$ cat src/rtl/prd_pkg.sv
`timescale 1ns / 1ps
`default_nettype none

package prd_pkg;

    // Widths of the stream beats.
    localparam int IN_W  = 32;
    localparam int OUT_W = 168;

    // Default pixel matrix size.
    localparam int NUM_COLUMNS_DEF = 80;
    localparam int NUM_ROWS_DEF    = 336;

    // Entries in the queue between the decoder and the counter stage.
    localparam int QUEUE_DEPTH = 2;

    // Record type codes found in bits 23..16 of a non-trigger word.
    localparam logic [7:0] REC_BASE    = 8'hE8;
    localparam logic [7:0] REC_HEADER  = REC_BASE | 8'h01;
    localparam logic [7:0] REC_ADDRESS = REC_BASE | 8'h02;
    localparam logic [7:0] REC_VALUE   = REC_BASE | 8'h04;
    localparam logic [7:0] REC_SERVICE = REC_BASE | 8'h07;

    // A tot2 of all ones marks a hit without a second pixel.
    localparam logic [3:0] TOT_NO_SECOND = 4'hF;

    // Decoded record kind as it leaves the block.
    typedef enum logic [2:0] {
        KIND_TRIGGER     = 3'd0,
        KIND_HEADER      = 3'd1,
        KIND_ADDRESS     = 3'd2,
        KIND_VALUE       = 3'd3,
        KIND_SERVICE     = 3'd4,
        KIND_VALID_HIT   = 3'd5,
        KIND_INVALID_HIT = 3'd6
    } kind_t;

    // One decoded word, before the counters are applied.
    typedef struct packed {
        kind_t       kind;
        logic [6:0]  channel;
        logic [30:0] payload;
        logic [5:0]  lv1id_or_code;
        logic        flag;
        logic [6:0]  column;
        logic [8:0]  row;
        logic [3:0]  tot1;
        logic [3:0]  tot2;
    } dec_t;

endpackage

`default_nettype wire

$ cat src/rtl/prd_front.sv
`timescale 1ns / 1ps
`default_nettype none

module prd_front #(
    parameter int NUM_COLUMNS = prd_pkg::NUM_COLUMNS_DEF,
    parameter int NUM_ROWS    = prd_pkg::NUM_ROWS_DEF
) (
    input  wire logic                    s_tvalid,
    output logic                         s_tready,
    input  wire logic [prd_pkg::IN_W-1:0] s_tdata,
    output logic                         push,
    input  wire logic                    queue_full,
    output prd_pkg::dec_t                push_item
);

    localparam logic [6:0] COL_LIMIT      = 7'(NUM_COLUMNS);
    localparam logic [8:0] ROW_LIMIT      = 9'(NUM_ROWS);
    localparam logic [8:0] ROW_LIMIT_PAIR = 9'(NUM_ROWS - 1);

    logic [7:0] rec_type;
    logic [6:0] col_raw;
    logic [8:0] row_raw;
    logic [8:0] row_limit;
    logic       hit_ok;

    // A word is taken whenever the queue has room.
    assign s_tready = !queue_full;
    assign push     = s_tvalid && !queue_full;

    assign rec_type = s_tdata[23:16];
    assign col_raw  = s_tdata[23:17];
    assign row_raw  = s_tdata[16:8];

    // Raw column and row are one-based, so zero is out of range.
    assign row_limit = (s_tdata[3:0] == prd_pkg::TOT_NO_SECOND) ? ROW_LIMIT : ROW_LIMIT_PAIR;
    assign hit_ok    = (col_raw != 7'd0) && (col_raw <= COL_LIMIT) &&
                       (row_raw != 9'd0) && (row_raw <= row_limit);

    // Classify the word and pull out the fields of its kind.
    always_comb begin
        push_item = '0;
        if (s_tdata[31]) begin
            push_item.kind    = prd_pkg::KIND_TRIGGER;
            push_item.payload = s_tdata[30:0];
        end else begin
            push_item.channel = s_tdata[30:24];
            unique case (rec_type)
                prd_pkg::REC_HEADER: begin
                    push_item.kind          = prd_pkg::KIND_HEADER;
                    push_item.payload       = {21'd0, s_tdata[9:0]};
                    push_item.lv1id_or_code = {1'b0, s_tdata[14:10]};
                    push_item.flag          = s_tdata[15];
                end
                prd_pkg::REC_ADDRESS: begin
                    push_item.kind    = prd_pkg::KIND_ADDRESS;
                    push_item.payload = {16'd0, s_tdata[14:0]};
                    push_item.flag    = s_tdata[15];
                end
                prd_pkg::REC_VALUE: begin
                    push_item.kind    = prd_pkg::KIND_VALUE;
                    push_item.payload = {15'd0, s_tdata[15:0]};
                end
                prd_pkg::REC_SERVICE: begin
                    push_item.kind          = prd_pkg::KIND_SERVICE;
                    push_item.payload       = {21'd0, s_tdata[9:0]};
                    push_item.lv1id_or_code = s_tdata[15:10];
                end
                default: begin
                    push_item.tot1 = s_tdata[7:4];
                    push_item.tot2 = s_tdata[3:0];
                    if (hit_ok) begin
                        push_item.kind   = prd_pkg::KIND_VALID_HIT;
                        push_item.column = col_raw - 7'd1;
                        push_item.row    = row_raw - 9'd1;
                    end else begin
                        push_item.kind = prd_pkg::KIND_INVALID_HIT;
                    end
                end
            endcase
        end
    end

endmodule

`default_nettype wire

$ cat src/rtl/prd_queue.sv
`timescale 1ns / 1ps
`default_nettype none

module prd_queue (
    input  wire logic          aclk,
    input  wire logic          aresetn,
    input  wire logic          push,
    input  wire prd_pkg::dec_t push_item,
    output logic               full,
    input  wire logic          pop,
    output logic               not_empty,
    output prd_pkg::dec_t      pop_item
);

    localparam int DEPTH = prd_pkg::QUEUE_DEPTH;
    localparam int PTR_W = (DEPTH > 1) ? $clog2(DEPTH) : 1;
    localparam int CNT_W = $clog2(DEPTH + 1);
    localparam logic [PTR_W-1:0] LAST_PTR = PTR_W'(DEPTH - 1);
    localparam logic [CNT_W-1:0] FULL_CNT = CNT_W'(DEPTH);

    prd_pkg::dec_t      entries_reg [DEPTH];
    logic [PTR_W-1:0]   wr_ptr_reg, wr_ptr_next;
    logic [PTR_W-1:0]   rd_ptr_reg, rd_ptr_next;
    logic [CNT_W-1:0]   count_reg, count_next;
    logic               do_push, do_pop;

    assign full      = (count_reg == FULL_CNT);
    assign not_empty = (count_reg != '0);
    assign do_push   = push && !full;
    assign do_pop    = pop && not_empty;
    assign pop_item  = entries_reg[rd_ptr_reg];

    // Pointer and fill count update.
    always_comb begin
        wr_ptr_next = wr_ptr_reg;
        rd_ptr_next = rd_ptr_reg;
        count_next  = count_reg;
        if (do_push) begin
            wr_ptr_next = (wr_ptr_reg == LAST_PTR) ? '0 : wr_ptr_reg + 1'b1;
        end
        if (do_pop) begin
            rd_ptr_next = (rd_ptr_reg == LAST_PTR) ? '0 : rd_ptr_reg + 1'b1;
        end
        if (do_push && !do_pop) begin
            count_next = count_reg + 1'b1;
        end else if (do_pop && !do_push) begin
            count_next = count_reg - 1'b1;
        end
    end

    always_ff @(posedge aclk) begin
        if (!aresetn) begin
            wr_ptr_reg <= '0;
            rd_ptr_reg <= '0;
            count_reg  <= '0;
        end else begin
            wr_ptr_reg <= wr_ptr_next;
            rd_ptr_reg <= rd_ptr_next;
            count_reg  <= count_next;
        end
    end

    // Entry storage needs no reset.
    always_ff @(posedge aclk) begin
        if (do_push) begin
            entries_reg[wr_ptr_reg] <= push_item;
        end
    end

endmodule

`default_nettype wire

$ cat src/rtl/prd_back.sv
`timescale 1ns / 1ps
`default_nettype none

module prd_back (
    input  wire logic                     aclk,
    input  wire logic                     aresetn,
    input  wire logic                     item_valid,
    output logic                          item_pop,
    input  wire prd_pkg::dec_t            item,
    output logic                          m_tvalid,
    input  wire logic                     m_tready,
    output logic [prd_pkg::OUT_W-1:0]     m_tdata
);

    logic [31:0]   header_count_reg, header_count_next;
    logic [31:0]   hit_count_reg, hit_count_next;
    logic [31:0]   invalid_count_reg, invalid_count_next;
    logic          m_tvalid_reg, m_tvalid_next;
    prd_pkg::dec_t out_item_reg;
    logic [31:0]   out_header_reg, out_hit_reg, out_invalid_reg;

    function automatic logic [31:0] sat_inc(input logic [31:0] c);
        sat_inc = (c == '1) ? c : c + 32'd1;
    endfunction

    // Take the next record whenever the output register is free or draining.
    assign item_pop = item_valid && (!m_tvalid_reg || m_tready);

    // Counter update for the record being taken.
    always_comb begin
        header_count_next  = header_count_reg;
        hit_count_next     = hit_count_reg;
        invalid_count_next = invalid_count_reg;
        m_tvalid_next      = m_tvalid_reg && !m_tready;
        if (item_pop) begin
            m_tvalid_next = 1'b1;
            if (item.kind == prd_pkg::KIND_HEADER) begin
                header_count_next = sat_inc(header_count_reg);
            end
            if (item.kind == prd_pkg::KIND_VALID_HIT) begin
                hit_count_next = sat_inc(hit_count_reg);
            end
            if (item.kind == prd_pkg::KIND_INVALID_HIT) begin
                invalid_count_next = sat_inc(invalid_count_reg);
            end
        end
    end

    always_ff @(posedge aclk) begin
        if (!aresetn) begin
            header_count_reg  <= '0;
            hit_count_reg     <= '0;
            invalid_count_reg <= '0;
            m_tvalid_reg      <= 1'b0;
        end else begin
            header_count_reg  <= header_count_next;
            hit_count_reg     <= hit_count_next;
            invalid_count_reg <= invalid_count_next;
            m_tvalid_reg      <= m_tvalid_next;
        end
    end

    // Output beat register, loaded with the counts after this record.
    always_ff @(posedge aclk) begin
        if (item_pop) begin
            out_item_reg    <= item;
            out_header_reg  <= header_count_next;
            out_hit_reg     <= hit_count_next;
            out_invalid_reg <= invalid_count_next;
        end
    end

    assign m_tvalid = m_tvalid_reg;
    assign m_tdata  = {out_invalid_reg, out_hit_reg, out_header_reg,
                       out_item_reg.tot2, out_item_reg.tot1, out_item_reg.row,
                       out_item_reg.column, out_item_reg.flag,
                       out_item_reg.lv1id_or_code, out_item_reg.payload,
                       out_item_reg.channel, out_item_reg.kind};

endmodule

`default_nettype wire

$ cat src/rtl/pixel_readout_word_decoder.sv
// Pixel readout word decoder.
// The slave channel takes one 32-bit readout word per beat on s_tdata. The
// master channel gives one decoded record per word, in order, on m_tdata.
// A front stage classifies each word (trigger, data header, address, value,
// service or pixel hit) and checks hit coordinates against the matrix size
// set by NUM_COLUMNS and NUM_ROWS. A two-entry queue feeds a back stage that
// keeps saturating counts of headers, valid hits and invalid hits and holds
// the result in an output register.
// An accepted word goes through a queue entry and then the output register.
// Throughput is one word per cycle while m_tready stays high; the combinational
// classifier and the counter update both keep up with that.
// When the receiver stalls, the output register holds its beat, the queue
// fills, and s_tready drops once both queue entries are taken.
// A synchronous reset with aresetn low clears the counters, empties the
// queue and drops m_tvalid; the block takes words in the cycle after.
`timescale 1ns / 1ps
`default_nettype none

module pixel_readout_word_decoder #(
    parameter int NUM_COLUMNS = prd_pkg::NUM_COLUMNS_DEF,
    parameter int NUM_ROWS    = prd_pkg::NUM_ROWS_DEF
) (
    input  wire logic                      aclk,
    input  wire logic                      aresetn,
    input  wire logic                      s_tvalid,
    output logic                           s_tready,
    // word[31:0]
    input  wire logic [prd_pkg::IN_W-1:0]  s_tdata,
    output logic                           m_tvalid,
    input  wire logic                      m_tready,
    // kind[2:0], channel[9:3], payload[40:10], lv1id_or_code[46:41],
    // flag[47], column[54:48], row[63:55], tot1[67:64], tot2[71:68],
    // header_total[103:72], hit_total[135:104], invalid_total[167:136]
    output logic [prd_pkg::OUT_W-1:0]      m_tdata
);

    prd_pkg::dec_t push_item, pop_item;
    logic          push, queue_full, pop, queue_not_empty;

    // Classifier.
    prd_front #(
        .NUM_COLUMNS(NUM_COLUMNS),
        .NUM_ROWS   (NUM_ROWS)
    ) u_front (
        .s_tvalid  (s_tvalid),
        .s_tready  (s_tready),
        .s_tdata   (s_tdata),
        .push      (push),
        .queue_full(queue_full),
        .push_item (push_item)
    );

    // Queue between classifier and counter stage.
    prd_queue u_queue (
        .aclk     (aclk),
        .aresetn  (aresetn),
        .push     (push),
        .push_item(push_item),
        .full     (queue_full),
        .pop      (pop),
        .not_empty(queue_not_empty),
        .pop_item (pop_item)
    );

    // Counters and output register.
    prd_back u_back (
        .aclk      (aclk),
        .aresetn   (aresetn),
        .item_valid(queue_not_empty),
        .item_pop  (pop),
        .item      (pop_item),
        .m_tvalid  (m_tvalid),
        .m_tready  (m_tready),
        .m_tdata   (m_tdata)
    );

endmodule

`default_nettype wire
$ cat config.mk
export PLATFORM = sky130hd
export DESIGN_NAME = pixel_readout_word_decoder
export DESIGN_NICKNAME = d
export VERILOG_FILES = /design/src/rtl/prd_pkg.sv /design/src/rtl/prd_front.sv /design/src/rtl/prd_queue.sv /design/src/rtl/prd_back.sv /design/src/rtl/pixel_readout_word_decoder.sv
export SDC_FILE = /design/constraint.sdc
export NUM_CORES = 1
export LEC_CHECK = 0
export ABC_AREA = 1
export ABC_CLOCK_PERIOD_IN_PS = 8310
export BUFFER_PORTS_ARGS = -buffer_cell sky130_fd_sc_hd__buf_2
export CAP_MARGIN = 0
export CORE_MARGIN = 1
export CORE_UTILIZATION = 50
export CTS_CLUSTER_SIZE = 20
export DETAILED_ROUTE_END_ITERATION = 16
export PLACE_DENSITY = 0.7
export REMOVE_ABC_BUFFERS = 1
export SYNTH_ARGS = -nofsm -noshare
export SYNTH_HDL_FRONTEND = slang
export SYNTH_SLANG_ARGS = --single-unit
$ cat constraint.sdc
create_clock -name aclk -period 8.31 [get_ports aclk]
set_input_delay 0.831 -clock aclk [delete_from_list [all_inputs] [get_ports aclk]]
set_output_delay 0.831 -clock aclk [all_outputs]
set_load 0.02 [all_outputs]
==> Flow_metrics.wiki, run 1 <==
{| class="wikitable"
! Metric !! Value
|-
| Root Buffer || sky130_fd_sc_hd__clkbuf_16
|-
| Overall via count from detail_route || 12556
|-
| Crit Path Class || reg2reg
|-
| IO Count || 206
|-
| Via-to-Cell Ratio || 4.97
|-
| Number of flip-flops under the largest register name || 144
|-
| Pin count of the biggest net entering global routing || 77
|-
| Number of clock sinks || 414
|-
| Placed cell count || 2443
|-
| Die Width || 191 um
|-
| Flops & latches, synth || 414
|-
| Post-Syn Area || 17800 sq um
|-
| Number of buffers inserted during clock tree synthesis || 44
|-
| Path category of the worst min-delay check || reg2reg
|-
| Maximum clock frequency || 0.297 GHz
|-
| Worst slew margin relative to its limit || 29.2%
|-
| Post-place setup slack || 4.43 ns
|-
| DR top layer || met5
|-
| Clock skew || 0.0238 ns
|-
| Status || completed
|-
| Transition time at the pin with the least slew margin || 1.06 ns
|-
| Cell Pwr Density || 330 nW/um^2
|-
| Global-route wire length before repair || 60400 um
|-
| Count of cells along the worst register-to-register path || 9
|-
| Switching fraction of total power || 33.7%
|-
| Number of fill cells in the layout || 2860
|-
| Main synth FF type || sky130_fd_sc_hd__edfxtp_1
|-
| Peak supply drop || 0.000288 V
|-
| Post-CTS sizing || 0
|-
| Clock insertion delay at the later pin of the skew report || 0.57 ns
|-
| Net count of the finished layout || 2078
|-
| Reg2Reg Capture Point || u_back.out_invalid_reg[28]
|-
| Count of mapped cells out of synthesis || 1809
|-
| Post-synth EDFFs || 312
|-
| Period utilization || 40.5%
|-
| Clock slew at the register clock pins of the worst setup and hold paths || 0.06 ns
|-
| Required time of the critical path || 8.61 ns
|-
| Number of distinct library cell variants in the gate-level netlist after synthesis || 45
|-
| Number of optimization iterations in the first detailed-route pass || 5
|-
| Number of buffers added on ports || 205
|-
| Die outline height || 191 um
|-
| Fraction of registers with async set or reset after synthesis || 0%
|-
| Sort of element at the start of the critical path || register
|-
| Antenna-violating nets left || 0
|-
| Routed wl met3 || 2410 um
|-
| Net switching power figure || 0.00232 W
|-
| Floorplan core area || 34800 sq um
|-
| RSZ-0062 raised after global routing || false
|-
| Post-route design area || 20900 sq um
|-
| Final instance count without filler cells || 2527
|-
| Worst reg-to-reg setup slack || 4.95 ns
|-
| Wire length on met2 || 18400 um
|-
| Most frequent standard cell in the layout excluding fill and tap cells || sky130_fd_sc_hd__nand2_1
|-
| Number of buffers added for setup after CTS || 0
|-
| DP Area || 19300 sq um
|-
| Per-instance average area after synthesis || 9.84 sq um
|-
| Die Area || 36400 sq um
|-
| Avg WL per Cell || 15.1 um
|-
| Critical path arrival || 3.66 ns
|-
| Via count of the first global-routing pass || 12033
|-
| Fraction of power consumed by the clock network || 29.5%
|-
| Number of remaining DRC errors || 0
|-
| H-tree levels || 2
|-
| Proportion of layout cells with a drive suffix above 1 || 17.5%
|-
| Count of final hold-check violations || 0
|-
| Power share of the combinational group || 25.4%
|-
| Wire length on met1 || 16300 um
|-
| Detailed placer's ending HPWL || 25400 um
|-
| TritonCTS clock tree || done
|-
| Min-Delay Startpoint || u_queue.rd_ptr_reg
|-
| Hold_buf cts || 0
|-
| Total count of max-transition violations in the final report || 0
|-
| Number of setup violations in the final report || 0
|-
| Hold-critical path depth || 1
|-
| Violation count after the first detailed-route iteration || 670
|-
| Static leakage power || 8.93 nW
|-
| Placement row count || 68
|-
| Endpoint class of the critical path || register
|-
| Area added between synthesis and finish || 17.1%
|-
| Wire length after detailed routing || 38200 um
|-
| Launching point of the worst reg2reg path || u_queue.count_reg[1]
|-
| Setup Total Neg Slack || 0 ns
|-
| Part of the total power dissipated in sequential elements || 45.1%
|-
| Overall overflow remaining after global route || 0
|-
| Initial antenna violation count || 2
|-
| Most frequent cells in the layout || 566 x sky130_fd_sc_hd__nand2_1, 312 x sky130_fd_sc_hd__edfxtp_1, 212 x sky130_fd_sc_hd__inv_1, 205 x sky130_fd_sc_hd__buf_2, 204 x sky130_fd_sc_hd__nor2_1
|-
| Sequential cell area fraction in the yosys report || 64.1%
|-
| Yosys warning total || 0
|-
| Overall routing resource usage || 21.2%
|-
| Final Worst Setup Slack || 4.95 ns
|-
| Cell-internal power || 0.00456 W
|-
| Effective utilization at floorplan || 51.2%
|-
| Count of maximum capacitance violations || 0
|-
| Final RePlAce weighted congestion || 0.900
|-
| Critical Path Fanout Max || 59
|-
| Crit path time final || 3.36 ns
|-
| Buffers from clock root to sink, at most || 3
|-
| End point of the most critical hold path || u_queue.rd_ptr_reg
|}
## metal layers
metal | track usage [%] | vias to the layer above
met2 | 35.7 | 328
met5 | 0 | -
met3 | 4.99 | 72
li1 | - | 6339
met4 | 8.40 | 2
met1 | 26.3 | 5815
## how the worst max path moves through the flow
stage	from	end	slack, ns	cells after the start
2_1_floorplan	m_tready	u_back.out_invalid_reg[7]	2.78	9
3_3_place_gp	m_tready	u_back.out_invalid_reg[9]	4.55	12
3_5_place_dp	m_tready	u_back.out_invalid_reg[28]	4.43	10
4_1_cts	u_queue.count_reg[1]	u_back.out_invalid_reg[28]	4.91	9
5_1_grt	register	u_back.out_invalid_reg[25]	4.68	13
6_report	u_queue.count_reg[1]	u_back.out_invalid_reg[28]	4.95	9
## logic make-up after synthesis
| kind of cell | synth area share (%) |
|---|---|
| AO/OA/AOI/OAI | 2.85 |
| buffers and inverters | 5.54 |
| adder cells (fa/ha/maj) | 0.562 |
| flip-flops | 64.1 |
| XOR/XNOR | 2.04 |
| AND/OR/NAND/NOR | 24.9 |
## Yosys cell counts (3+ instances only)
| master | n | area, sq um |
|---|---|---|
| sky130_fd_sc_hd__or2_1 | 7 | 43.8 |
| sky130_fd_sc_hd__nor2_2 | 12 | 75.1 |
| sky130_fd_sc_hd__nand2_2 | 5 | 31.3 |
| sky130_fd_sc_hd__dfxtp_1 | 102 | 2040 |
| sky130_fd_sc_hd__inv_2 | 9 | 33.8 |
| sky130_fd_sc_hd__nand3b_1 | 12 | 90.1 |
| sky130_fd_sc_hd__or2_2 | 4 | 25.0 |
| sky130_fd_sc_hd__edfxtp_1 | 312 | 9370 |
| sky130_fd_sc_hd__o21bai_1 | 3 | 22.5 |
| sky130_fd_sc_hd__nor4_1 | 5 | 31.3 |
| sky130_fd_sc_hd__o21ai_1 | 5 | 25.0 |
| sky130_fd_sc_hd__a21oi_1 | 53 | 265 |
| sky130_fd_sc_hd__ha_1 | 8 | 100 |
| sky130_fd_sc_hd__nand4_1 | 34 | 213 |
| sky130_fd_sc_hd__inv_1 | 212 | 796 |
| sky130_fd_sc_hd__xnor2_1 | 6 | 52.6 |
| sky130_fd_sc_hd__nand3_1 | 72 | 360 |
| sky130_fd_sc_hd__nand2_1 | 566 | 2120 |
| sky130_fd_sc_hd__nand3_2 | 5 | 50.1 |
| sky130_fd_sc_hd__nor2_1 | 206 | 773 |
| sky130_fd_sc_hd__and2_1 | 8 | 50.1 |
| sky130_fd_sc_hd__clkbuf_1 | 29 | 109 |
| sky130_fd_sc_hd__nand3_4 | 4 | 70.1 |
| sky130_fd_sc_hd__nor2_4 | 15 | 169 |
| sky130_fd_sc_hd__o21ai_0 | 29 | 145 |
| sky130_fd_sc_hd__xor2_1 | 28 | 245 |
| sky130_fd_sc_hd__nor3_1 | 26 | 130 |
| sky130_fd_sc_hd__nand2_4 | 9 | 101 |
## power by group through the flow
stage	Combinational [W]	Clock (W)	Sequential [W]
after floorplan	0.000581	0	0.00367
after global placement	0.00176	0	0.00315
after detailed placement	0.00178	0	0.00315
after CTS	0.00179	0.00207	0.00311
after global routing	0.00190	0.00215	0.00315
final	0.00175	0.00203	0.00310
## stage by stage
step	power, W	hold WS, ns	util [%]
floorplan	0.00425	0.425	-
global placement	0.00490	0.426	55.6
detailed placement	0.00493	0.446	55.6
CTS	0.00697	0.458	59.9
global route	0.00719	0.512	59.9
finish	0.00688	0.462	59.9
## worst max-delay path, stage by stage, from the launching register on
cell                      delay (ns)
sky130_fd_sc_hd__dfxtp_1        0.38
sky130_fd_sc_hd__nor2_1         0.13
sky130_fd_sc_hd__a21oi_4        0.12
sky130_fd_sc_hd__buf_4          0.56
sky130_fd_sc_hd__buf_4          0.74
sky130_fd_sc_hd__nand2_1        0.27
sky130_fd_sc_hd__nor2_8         0.25
sky130_fd_sc_hd__nand4_1        0.21
sky130_fd_sc_hd__o21ai_0        0.28
sky130_fd_sc_hd__nand2_1        0.09
## final cells by class
class                   count  area, sq um  share of cell area, %
clock inverters            30          362                   1.73
multi-input cells        1138         5420                   26.0
inverters                 222          833                   4.00
repair buffers            214         1090                   5.24
well taps                 455          569                   2.73
diodes                      2         5.00                 0.0240
clock buffers              52         1150                   5.53
flip-flops and latches    414        11400                   54.7
(Power assumes the default switching activity.)
==> run 2, diff against run 1 <==
--- a/config.mk
+++ b/config.mk
@@ -5,8 +5,8 @@
 export SDC_FILE = /design/constraint.sdc
 export NUM_CORES = 1
 export LEC_CHECK = 0
-export ABC_AREA = 1
-export ABC_CLOCK_PERIOD_IN_PS = 8310
+export ABC_AREA = 0
+export ABC_CLOCK_PERIOD_IN_PS = 3200
 export BUFFER_PORTS_ARGS = -buffer_cell sky130_fd_sc_hd__buf_2
 export CAP_MARGIN = 0
 export CORE_MARGIN = 1
==> constraint.sdc (replaced) <==
create_clock -name aclk -period 3.2 [get_ports aclk]
set_input_delay 0.32 -clock aclk [delete_from_list [all_inputs] [get_ports aclk]]
set_output_delay 0.32 -clock aclk [all_outputs]
set_load 0.02 [all_outputs]
==> Flow_metrics.wiki, run 2 <==
{| class="wikitable"
! Metric !! Value
|-
| Status || completed
|-
| Avg WL per Cell || 17.5 um
|-
| Placement row count || 67
|-
| Area added between synthesis and finish || 17.1%
|-
| Post-synth EDFFs || 312
|-
| Overall via count from detail_route || 10919
|-
| Leading cell types by total area after synthesis || sky130_fd_sc_hd__edfxtp_1 54%, sky130_fd_sc_hd__dfxtp_1 12%, sky130_fd_sc_hd__mux2_2 4.8%, sky130_fd_sc_hd__mux2i_1 3.1%, sky130_fd_sc_hd__nand2_1 2.5%
|-
| Via-to-Cell Ratio || 5.45
|-
| Launching point of the worst reg2reg path || u_queue.entries_reg[0][70]
|-
| Final instance count without filler cells || 2005
|-
| Overall routing resource usage || 19.8%
|-
| Number of optimization iterations in the first detailed-route pass || 8
|-
| Critical Path Fanout Max || 13
|-
| Count of mapped cells out of synthesis || 1304
|-
| Crit path time final || 2.65 ns
|-
| Total count of max-transition violations in the final report || 0
|-
| Hold-critical path depth || 2
|-
| Placed cell count || 1925
|-
| Overall power consumption || 0.0164 W
|-
| RSZ-0062 raised after global routing || false
|-
| Power share of the combinational group || 24.2%
|-
| Switching fraction of total power || 31.1%
|-
| Root Buffer || sky130_fd_sc_hd__clkbuf_16
|-
| Min-Delay Startpoint || s_tdata[27]
|-
| Worst reg-to-reg setup slack || 0.55 ns
|-
| Post-CTS sizing || 0
|-
| Hold_buf cts || 0
|-
| Most frequently used cell type in the post-synthesis netlist || sky130_fd_sc_hd__edfxtp_1
|-
| Via count of the first global-routing pass || 10576
|-
| Synth top area share || 53.9%
|-
| Path category of the worst min-delay check || in2reg
|-
| Clock slew at the register clock pins of the worst setup and hold paths || 0.06 ns
|-
| Initial antenna violation count || 2
|-
| Most frequent cells in the layout || 312 x sky130_fd_sc_hd__edfxtp_1, 204 x sky130_fd_sc_hd__buf_2, 118 x sky130_fd_sc_hd__nand2_1, 101 x sky130_fd_sc_hd__dfxtp_1, 74 x sky130_fd_sc_hd__mux2_2
|-
| Number of setup violations in the final report || 0
|-
| Fraction of power consumed by the clock network || 28.7%
|-
| Part of the total power dissipated in sequential elements || 47.1%
|-
| Net count of the finished layout || 1566
|-
| Global-route wire length before repair || 55700 um
|-
| Transition time at the pin with the least slew margin || 0.995 ns
|-
| Die outline height || 188 um
|-
| Crit Path Class || reg2reg
|-
| Number of buffers added on ports || 205
|-
| Count of final hold-check violations || 0
|-
| Proportion of layout cells with a drive suffix above 1 || 25.4%
|-
| Peak supply drop || 0.000505 V
|-
| Cell-internal power || 0.0113 W
|-
| Antenna-violating nets left || 0
|-
| Yosys warning total || 0
|-
| Per-instance average area after synthesis || 13.3 sq um
|-
| Pin count of the biggest net entering global routing || 84
|-
| IO Count || 206
|-
| Post-Syn Area || 17400 sq um
|-
| Number of fill cells in the layout || 2731
|-
| End point of the most critical hold path || u_queue.entries_reg[1][58]
|-
| Floorplan core area || 33900 sq um
|-
| Number of flip-flops under the largest register name || 144
|-
| Sequential cell area fraction in the yosys report || 65.7%
|-
| Maximum clock frequency || 0.377 GHz
|-
| Static leakage power || 7.66 nW
|-
| Violation count after the first detailed-route iteration || 701
|-
| Flops & latches, synth || 414
|-
| Cell Pwr Density || 804 nW/um^2
|-
| Number of buffers added for setup after CTS || 0
|-
| Die Width || 188 um
|-
| Setup Total Neg Slack || 0 ns
|-
| Net switching power figure || 0.00509 W
|-
| Period utilization || 82.9%
|-
| Top cell type by total area after synthesis || sky130_fd_sc_hd__edfxtp_1
|-
| Detailed placer's ending HPWL || 23100 um
|-
| Maximum single-stage delay on the critical path || 0.63 ns
|-
| Final Worst Setup Slack || 0.547 ns
|-
| Reg2Reg Capture Point || u_back.out_hit_reg[29]
|-
| Critical-path cell with the highest stage delay || sky130_fd_sc_hd__or4_1
|-
| Number of remaining DRC errors || 0
|-
| Count of cells along the worst register-to-register path || 5
|-
| Number of clock sinks || 414
|-
| Number of distinct library cell variants in the gate-level netlist after synthesis || 59
|-
| Wire length after detailed routing || 35000 um
|-
| TritonCTS clock tree || done
|-
| Clock skew || 0.0254 ns
|-
| Die Area || 35500 sq um
|-
| Sort of element at the start of the critical path || register
|-
| Endpoint class of the critical path || register
|-
| Ordered cell list for the critical path || or3b_4 > a2111oi_4 > nand3_2 > or4_1 > nand2_1
|-
| Most instantiated cells after synthesis || 312 x sky130_fd_sc_hd__edfxtp_1, 118 x sky130_fd_sc_hd__nand2_1, 102 x sky130_fd_sc_hd__dfxtp_1
|-
| Critical path arrival || 3.05 ns
|-
| H-tree levels || 2
|-
| Number of buffers inserted during clock tree synthesis || 43
|-
| Count of maximum capacitance violations || 0
|-
| Final RePlAce weighted congestion || 0.824
|-
| Effective utilization at floorplan || 51.3%
|-
| Most frequent standard cell in the layout excluding fill and tap cells || sky130_fd_sc_hd__edfxtp_1
|-
| Worst slew margin relative to its limit || 33.7%
|-
| Buffers from clock root to sink, at most || 3
|-
| Post-place setup slack || 0.482 ns
|-
| Fraction of registers with async set or reset after synthesis || 0%
|-
| Main synth FF type || sky130_fd_sc_hd__edfxtp_1
|-
| Clock insertion delay at the later pin of the skew report || 0.55 ns
|-
| Required time of the critical path || 3.60 ns
|-
| Overall overflow remaining after global route || 0
|}
[run 2: cell count changes in the layout (fill, tap and decap cells not counted), moves of 41 or more]
cell                       previous run  this run
sky130_fd_sc_hd__nand2_1            566       118
sky130_fd_sc_hd__and2_1               8        49
sky130_fd_sc_hd__mux2i_1              0        53
sky130_fd_sc_hd__mux2_2               0        74
sky130_fd_sc_hd__inv_1              212        17
sky130_fd_sc_hd__nand2b_1             0        48
sky130_fd_sc_hd__nor2_1             204        38
[run 2: layer usage]
metal / vias to the layer above / wire (um) / track usage [%]
li1: 5292 / - / -
met1: 5283 / 15500 / 26.5
met2: 284 / 16500 / 31.9
met3: 58 / 2210 / 4.67
met4: 2 / 753 / 6.08
met5: - / 11 / 0
[run 2: final cells by class]
type                    instances  area, sq um  share of cell area [%]
inverters                      19         76.3                   0.375
well taps                     448          561                    2.75
diodes                          1         2.50                  0.0123
clock buffers                  49         1100                    5.40
clock inverters                30          238                    1.17
multi-input cells             818         5700                    28.0
repair buffers                226         1260                    6.20
flip-flops and latches        414        11400                    56.1
[run 2: cell families (layout without fill, tap and decap cells)]
family                   count (synthesis)  after routing  share of synthesized area (%)
AND/OR/NAND/NOR                        507            507                           16.5
flip-flops                             414            414                           65.7
multiplexers                           127            127                           7.85
AO/OA/AOI/OAI                           97             97                           3.86
XOR/XNOR                                79             79                           3.98
buffers and inverters                   72            324                           1.63
adder cells (fa/ha/maj)                  8              8                          0.576
other                                    0              1                              0
[run 2: worst max path at each step]
stage | start | endpoint | slack (ns) | cells past startpoint
final | u_queue.entries_reg[0][70] | u_back.out_hit_reg[29] | 0.55 | 5
after global routing | u_back.invalid_count_reg[0] | u_back.out_invalid_reg[28] | 0.41 | 6
after detailed placement | s_tdata[2] | u_queue.entries_reg[0][11] | 0.48 | 9
after floorplan | u_back.m_tvalid | u_back.m_tdata[0] | -1.24 | 3
after CTS | u_queue.entries_reg[0][70] | u_back.out_hit_reg[29] | 0.57 | 5
after global placement | s_tdata[18] | u_queue.entries_reg[0][13] | 0.59 | 9
[run 2: power groups by stage]
stage	Sequential, W	Combinational, W	Clock [W]
global placement	0.00780	0.00398	0
floorplan	0.00904	0.00120	0
CTS	0.00774	0.00403	0.00482
finish	0.00772	0.00396	0.00470
detailed placement	0.00783	0.00401	0
global route	0.00782	0.00423	0.00501
[run 2: worst max-delay path: cells and delay by family, from the launching register on]
family / cells / cell delay, ns
simple gates: 4 / 1.59
flops: 1 / 0.42
compound gates: 1 / 0.52
[run 2: metrics by stage]
step | area (sq um) | hold WS (ns) | utilization (%)
after floorplan | 17200 | 0.438 | -
after global placement | 19000 | 0.455 | 56.1
after detailed placement | 19000 | 0.476 | 56.1
after CTS | 20300 | 0.0618 | 60.1
after global routing | 20300 | 0.0774 | 60.1
final | 20300 | 0.0914 | 60.1
==> run 3, diff against run 2 <==
--- a/config.mk
+++ b/config.mk
@@ -6,14 +6,14 @@
 export NUM_CORES = 1
 export LEC_CHECK = 0
 export ABC_AREA = 0
-export ABC_CLOCK_PERIOD_IN_PS = 3200
+export ABC_CLOCK_PERIOD_IN_PS = 2300
 export BUFFER_PORTS_ARGS = -buffer_cell sky130_fd_sc_hd__buf_2
 export CAP_MARGIN = 0
 export CORE_MARGIN = 1
 export CORE_UTILIZATION = 50
 export CTS_CLUSTER_SIZE = 20
 export DETAILED_ROUTE_END_ITERATION = 16
-export PLACE_DENSITY = 0.7
+export PLACE_DENSITY = 0.73
 export REMOVE_ABC_BUFFERS = 1
 export SYNTH_ARGS = -nofsm -noshare
 export SYNTH_HDL_FRONTEND = slang
==> constraint.sdc (replaced) <==
create_clock -name aclk -period 2.3 [get_ports aclk]
set_input_delay 0.23 -clock aclk [delete_from_list [all_inputs] [get_ports aclk]]
set_output_delay 0.23 -clock aclk [all_outputs]
set_load 0.02 [all_outputs]
==> Flow_metrics.wiki, run 3 (synthesized netlist as in run 2, its figures left out) <==
{| class="wikitable"
! Metric !! Value
|-
| Status || completed
|-
| Number of buffers added on ports || 205
|-
| Detailed placer's ending HPWL || 23700 um
|-
| Violation count after the first detailed-route iteration || 750
|-
| Crit Path Class || reg2reg
|-
| Area added between synthesis and finish || 22.8%
|-
| IO Count || 206
|-
| Net count of the finished layout || 1659
|-
| Final instance count without filler cells || 2102
|-
| Most frequent standard cell in the layout excluding fill and tap cells || sky130_fd_sc_hd__edfxtp_1
|-
| DR top layer || met5
|-
| Wire length on met1 || 15000 um
|-
| Critical path destination || u_back.hit_count_reg[29]
|-
| Static leakage power || 8.23 nW
|-
| DP Area || 19600 sq um
|-
| Total count of max-transition violations in the final report || 0
|-
| Number of clock sinks || 414
|-
| Initial antenna violation count || 5
|-
| RSZ-0062 raised after global routing || true
|-
| Avg WL per Cell || 17.2 um
|-
| Endpoint class of the critical path || register
|-
| Worst hold margin || 0.0218 ns
|-
| Via count of the first global-routing pass || 10965
|-
| Number of setup violations in the final report || 0
|-
| Floorplan core area || 33900 sq um
|-
| Path category of the worst min-delay check || in2reg
|-
| Clock slew at the register clock pins of the worst setup and hold paths || 0.06 ns
|-
| Cell Pwr Density || 1080 nW/um^2
|-
| Pin count of the biggest net entering global routing || 120
|-
| Number of flip-flops under the largest register name || 144
|-
| Crit path time final || 2.29 ns
|-
| Overall power consumption || 0.0230 W
|-
| Buffers from clock root to sink, at most || 3
|-
| Global-route wire length before repair || 56300 um
|-
| Number of fill cells in the layout || 2585
|-
| Proportion of layout cells with a drive suffix above 1 || 30.7%
|-
| Number of remaining DRC errors || 0
|-
| Sort of element at the start of the critical path || register
|-
| Antenna-violating nets left || 0
|-
| Period utilization || 99.8%
|-
| Die Area || 35500 sq um
|-
| Placed cell count || 2002
|-
| Final RePlAce weighted congestion || 0.837
|-
| Wire length on met2 || 17300 um
|-
| Maximum clock frequency || 0.436 GHz
|-
| Wire length after detailed routing || 36100 um
|-
| Count of final hold-check violations || 0
|-
| Root Buffer || sky130_fd_sc_hd__clkbuf_16
|-
| Overall overflow remaining after global route || 0
|-
| Die outline height || 188 um
|-
| Final Worst Setup Slack || 0.00570 ns
|-
| Post-route design area || 21300 sq um
|-
| Number of optimization iterations in the first detailed-route pass || 5
|-
| Clock skew || 0.0109 ns
|-
| Worst reg-to-reg setup slack || 0.006 ns
|-
| Clock insertion delay at the later pin of the skew report || 0.54 ns
|-
| Count of cells along the worst register-to-register path || 6
|-
| Overall routing resource usage || 20.0%
|-
| Placement row count || 67
|-
| Peak supply drop || 0.000827 V
|-
| Routed wl met3 || 2700 um
|-
| Worst setup startpoint || u_queue.entries_reg[0][69]
|-
| Via-to-Cell Ratio || 5.43
|-
| Effective utilization at floorplan || 51.3%
|-
| Worst slew margin relative to its limit || 34.2%
|-
| Count of maximum capacitance violations || 0
|-
| Launching point of the worst reg2reg path || u_queue.entries_reg[0][69]
|-
| Reg2Reg Capture Point || u_back.hit_count_reg[29]
|-
| Die Width || 188 um
|-
| TritonCTS clock tree || done
|-
| Overall via count from detail_route || 11404
|-
| Critical path arrival || 2.76 ns
|-
| Transition time at the pin with the least slew margin || 0.987 ns
|-
| Post-place setup slack || -0.0945 ns
|-
| H-tree levels || 2
|-
| Most frequent cells in the layout || 312 x sky130_fd_sc_hd__edfxtp_1, 205 x sky130_fd_sc_hd__buf_2, 116 x sky130_fd_sc_hd__nand2_1, 101 x sky130_fd_sc_hd__dfxtp_1, 95 x sky130_fd_sc_hd__buf_4
|-
| Required time of the critical path || 2.77 ns
|-
| Number of buffers inserted during clock tree synthesis || 43
|-
| Critical Path Fanout Max || 13
|}
[run 3: cell types whose count changed in the layout (fill, tap and decap cells not counted), sizes merged]
cell,before,now
bufinv,2,1
clkinvlp,4,2
clkinv,24,20
diode,1,4
dlygate4sd3,0,7
inv,19,21
clkbuf,49,55
buf,226,312
[run 3: how the worst min path moves through the flow]
stage                                              end                    startpoint  slack (ns)  cells after the start
after floorplan                u_back.hit_count_reg[2]                       aresetn        0.35                      1
after global placement    u_back.invalid_count_reg[17]  u_back.invalid_count_reg[17]        0.46                      2
after detailed placement  u_back.invalid_count_reg[17]  u_back.invalid_count_reg[17]        0.47                      2
after CTS                    u_queue.entries_reg[0][4]                    s_tdata[4]       0.004                      2
after global routing        u_queue.entries_reg[1][59]                   s_tdata[28]        0.01                      2
final                       u_queue.entries_reg[0][56]                   s_tdata[25]        0.02                      2
[run 3: metal layers]
layer,up-vias,global-route usage (%)
met5,-,0
met4,2,6.89
met3,74,5.08
met2,354,33.1
met1,5490,25.6
li1,5484,-
[run 3: repair_timing]
| action | CTS | global route |
|---|---|---|
| endpoints found under the hold margin | 14 | 0 |
| pin swaps | 4 | 13 |
| endpoints found under the setup margin | 22 | 84 |
| buffers inserted | 0 | 8 |
| gates resized for setup | 10 | 33 |
| gates cloned | 0 | 1 |
| hold buffers | 7 | 0 |
[run 3: critical path, stage by stage (launching register included)]
cell and delay (ns):
sky130_fd_sc_hd__edfxtp_1 0.43, sky130_fd_sc_hd__or3b_4 0.44, sky130_fd_sc_hd__a2111oi_4 0.38, sky130_fd_sc_hd__nand3_2 0.15, sky130_fd_sc_hd__buf_12 0.18, sky130_fd_sc_hd__or4_1 0.50, sky130_fd_sc_hd__a21oi_1 0.16
[run 3: cell type report]
type                    count  area [sq um]  share of cell area, %
multi-input cells         818          5890                   27.6
inverters                  19          76.3                  0.358
clock inverters            25           203                  0.950
diodes                      4          10.0                 0.0469
repair buffers            319          2010                   9.44
well taps                 448           561                   2.63
clock buffers              55          1170                   5.50
flip-flops and latches    414         11400                   53.5
[run 3: metrics by stage]
step / TNS (ns) / utilization, %
floorplan: -856.60 / -
global route: -0.793 / 63.0
CTS: -0.0243 / 62.3
finish: 0 / 63.0
global placement: -0.126 / 57.9
detailed placement: -0.763 / 57.9
[run 3: report_power, final]
| group | leakage (nW) | internal [W] | switching, W | total, W |
|---|---|---|---|---|
| Clock | 0.675 | 0.00378 | 0.00287 | 0.00665 |
| Combinational | 3.71 | 0.00182 | 0.00380 | 0.00562 |
| Sequential | 3.84 | 0.0103 | 0.000486 | 0.0108 |
| Total | 8.23 | 0.0159 | 0.00716 | 0.0230 |
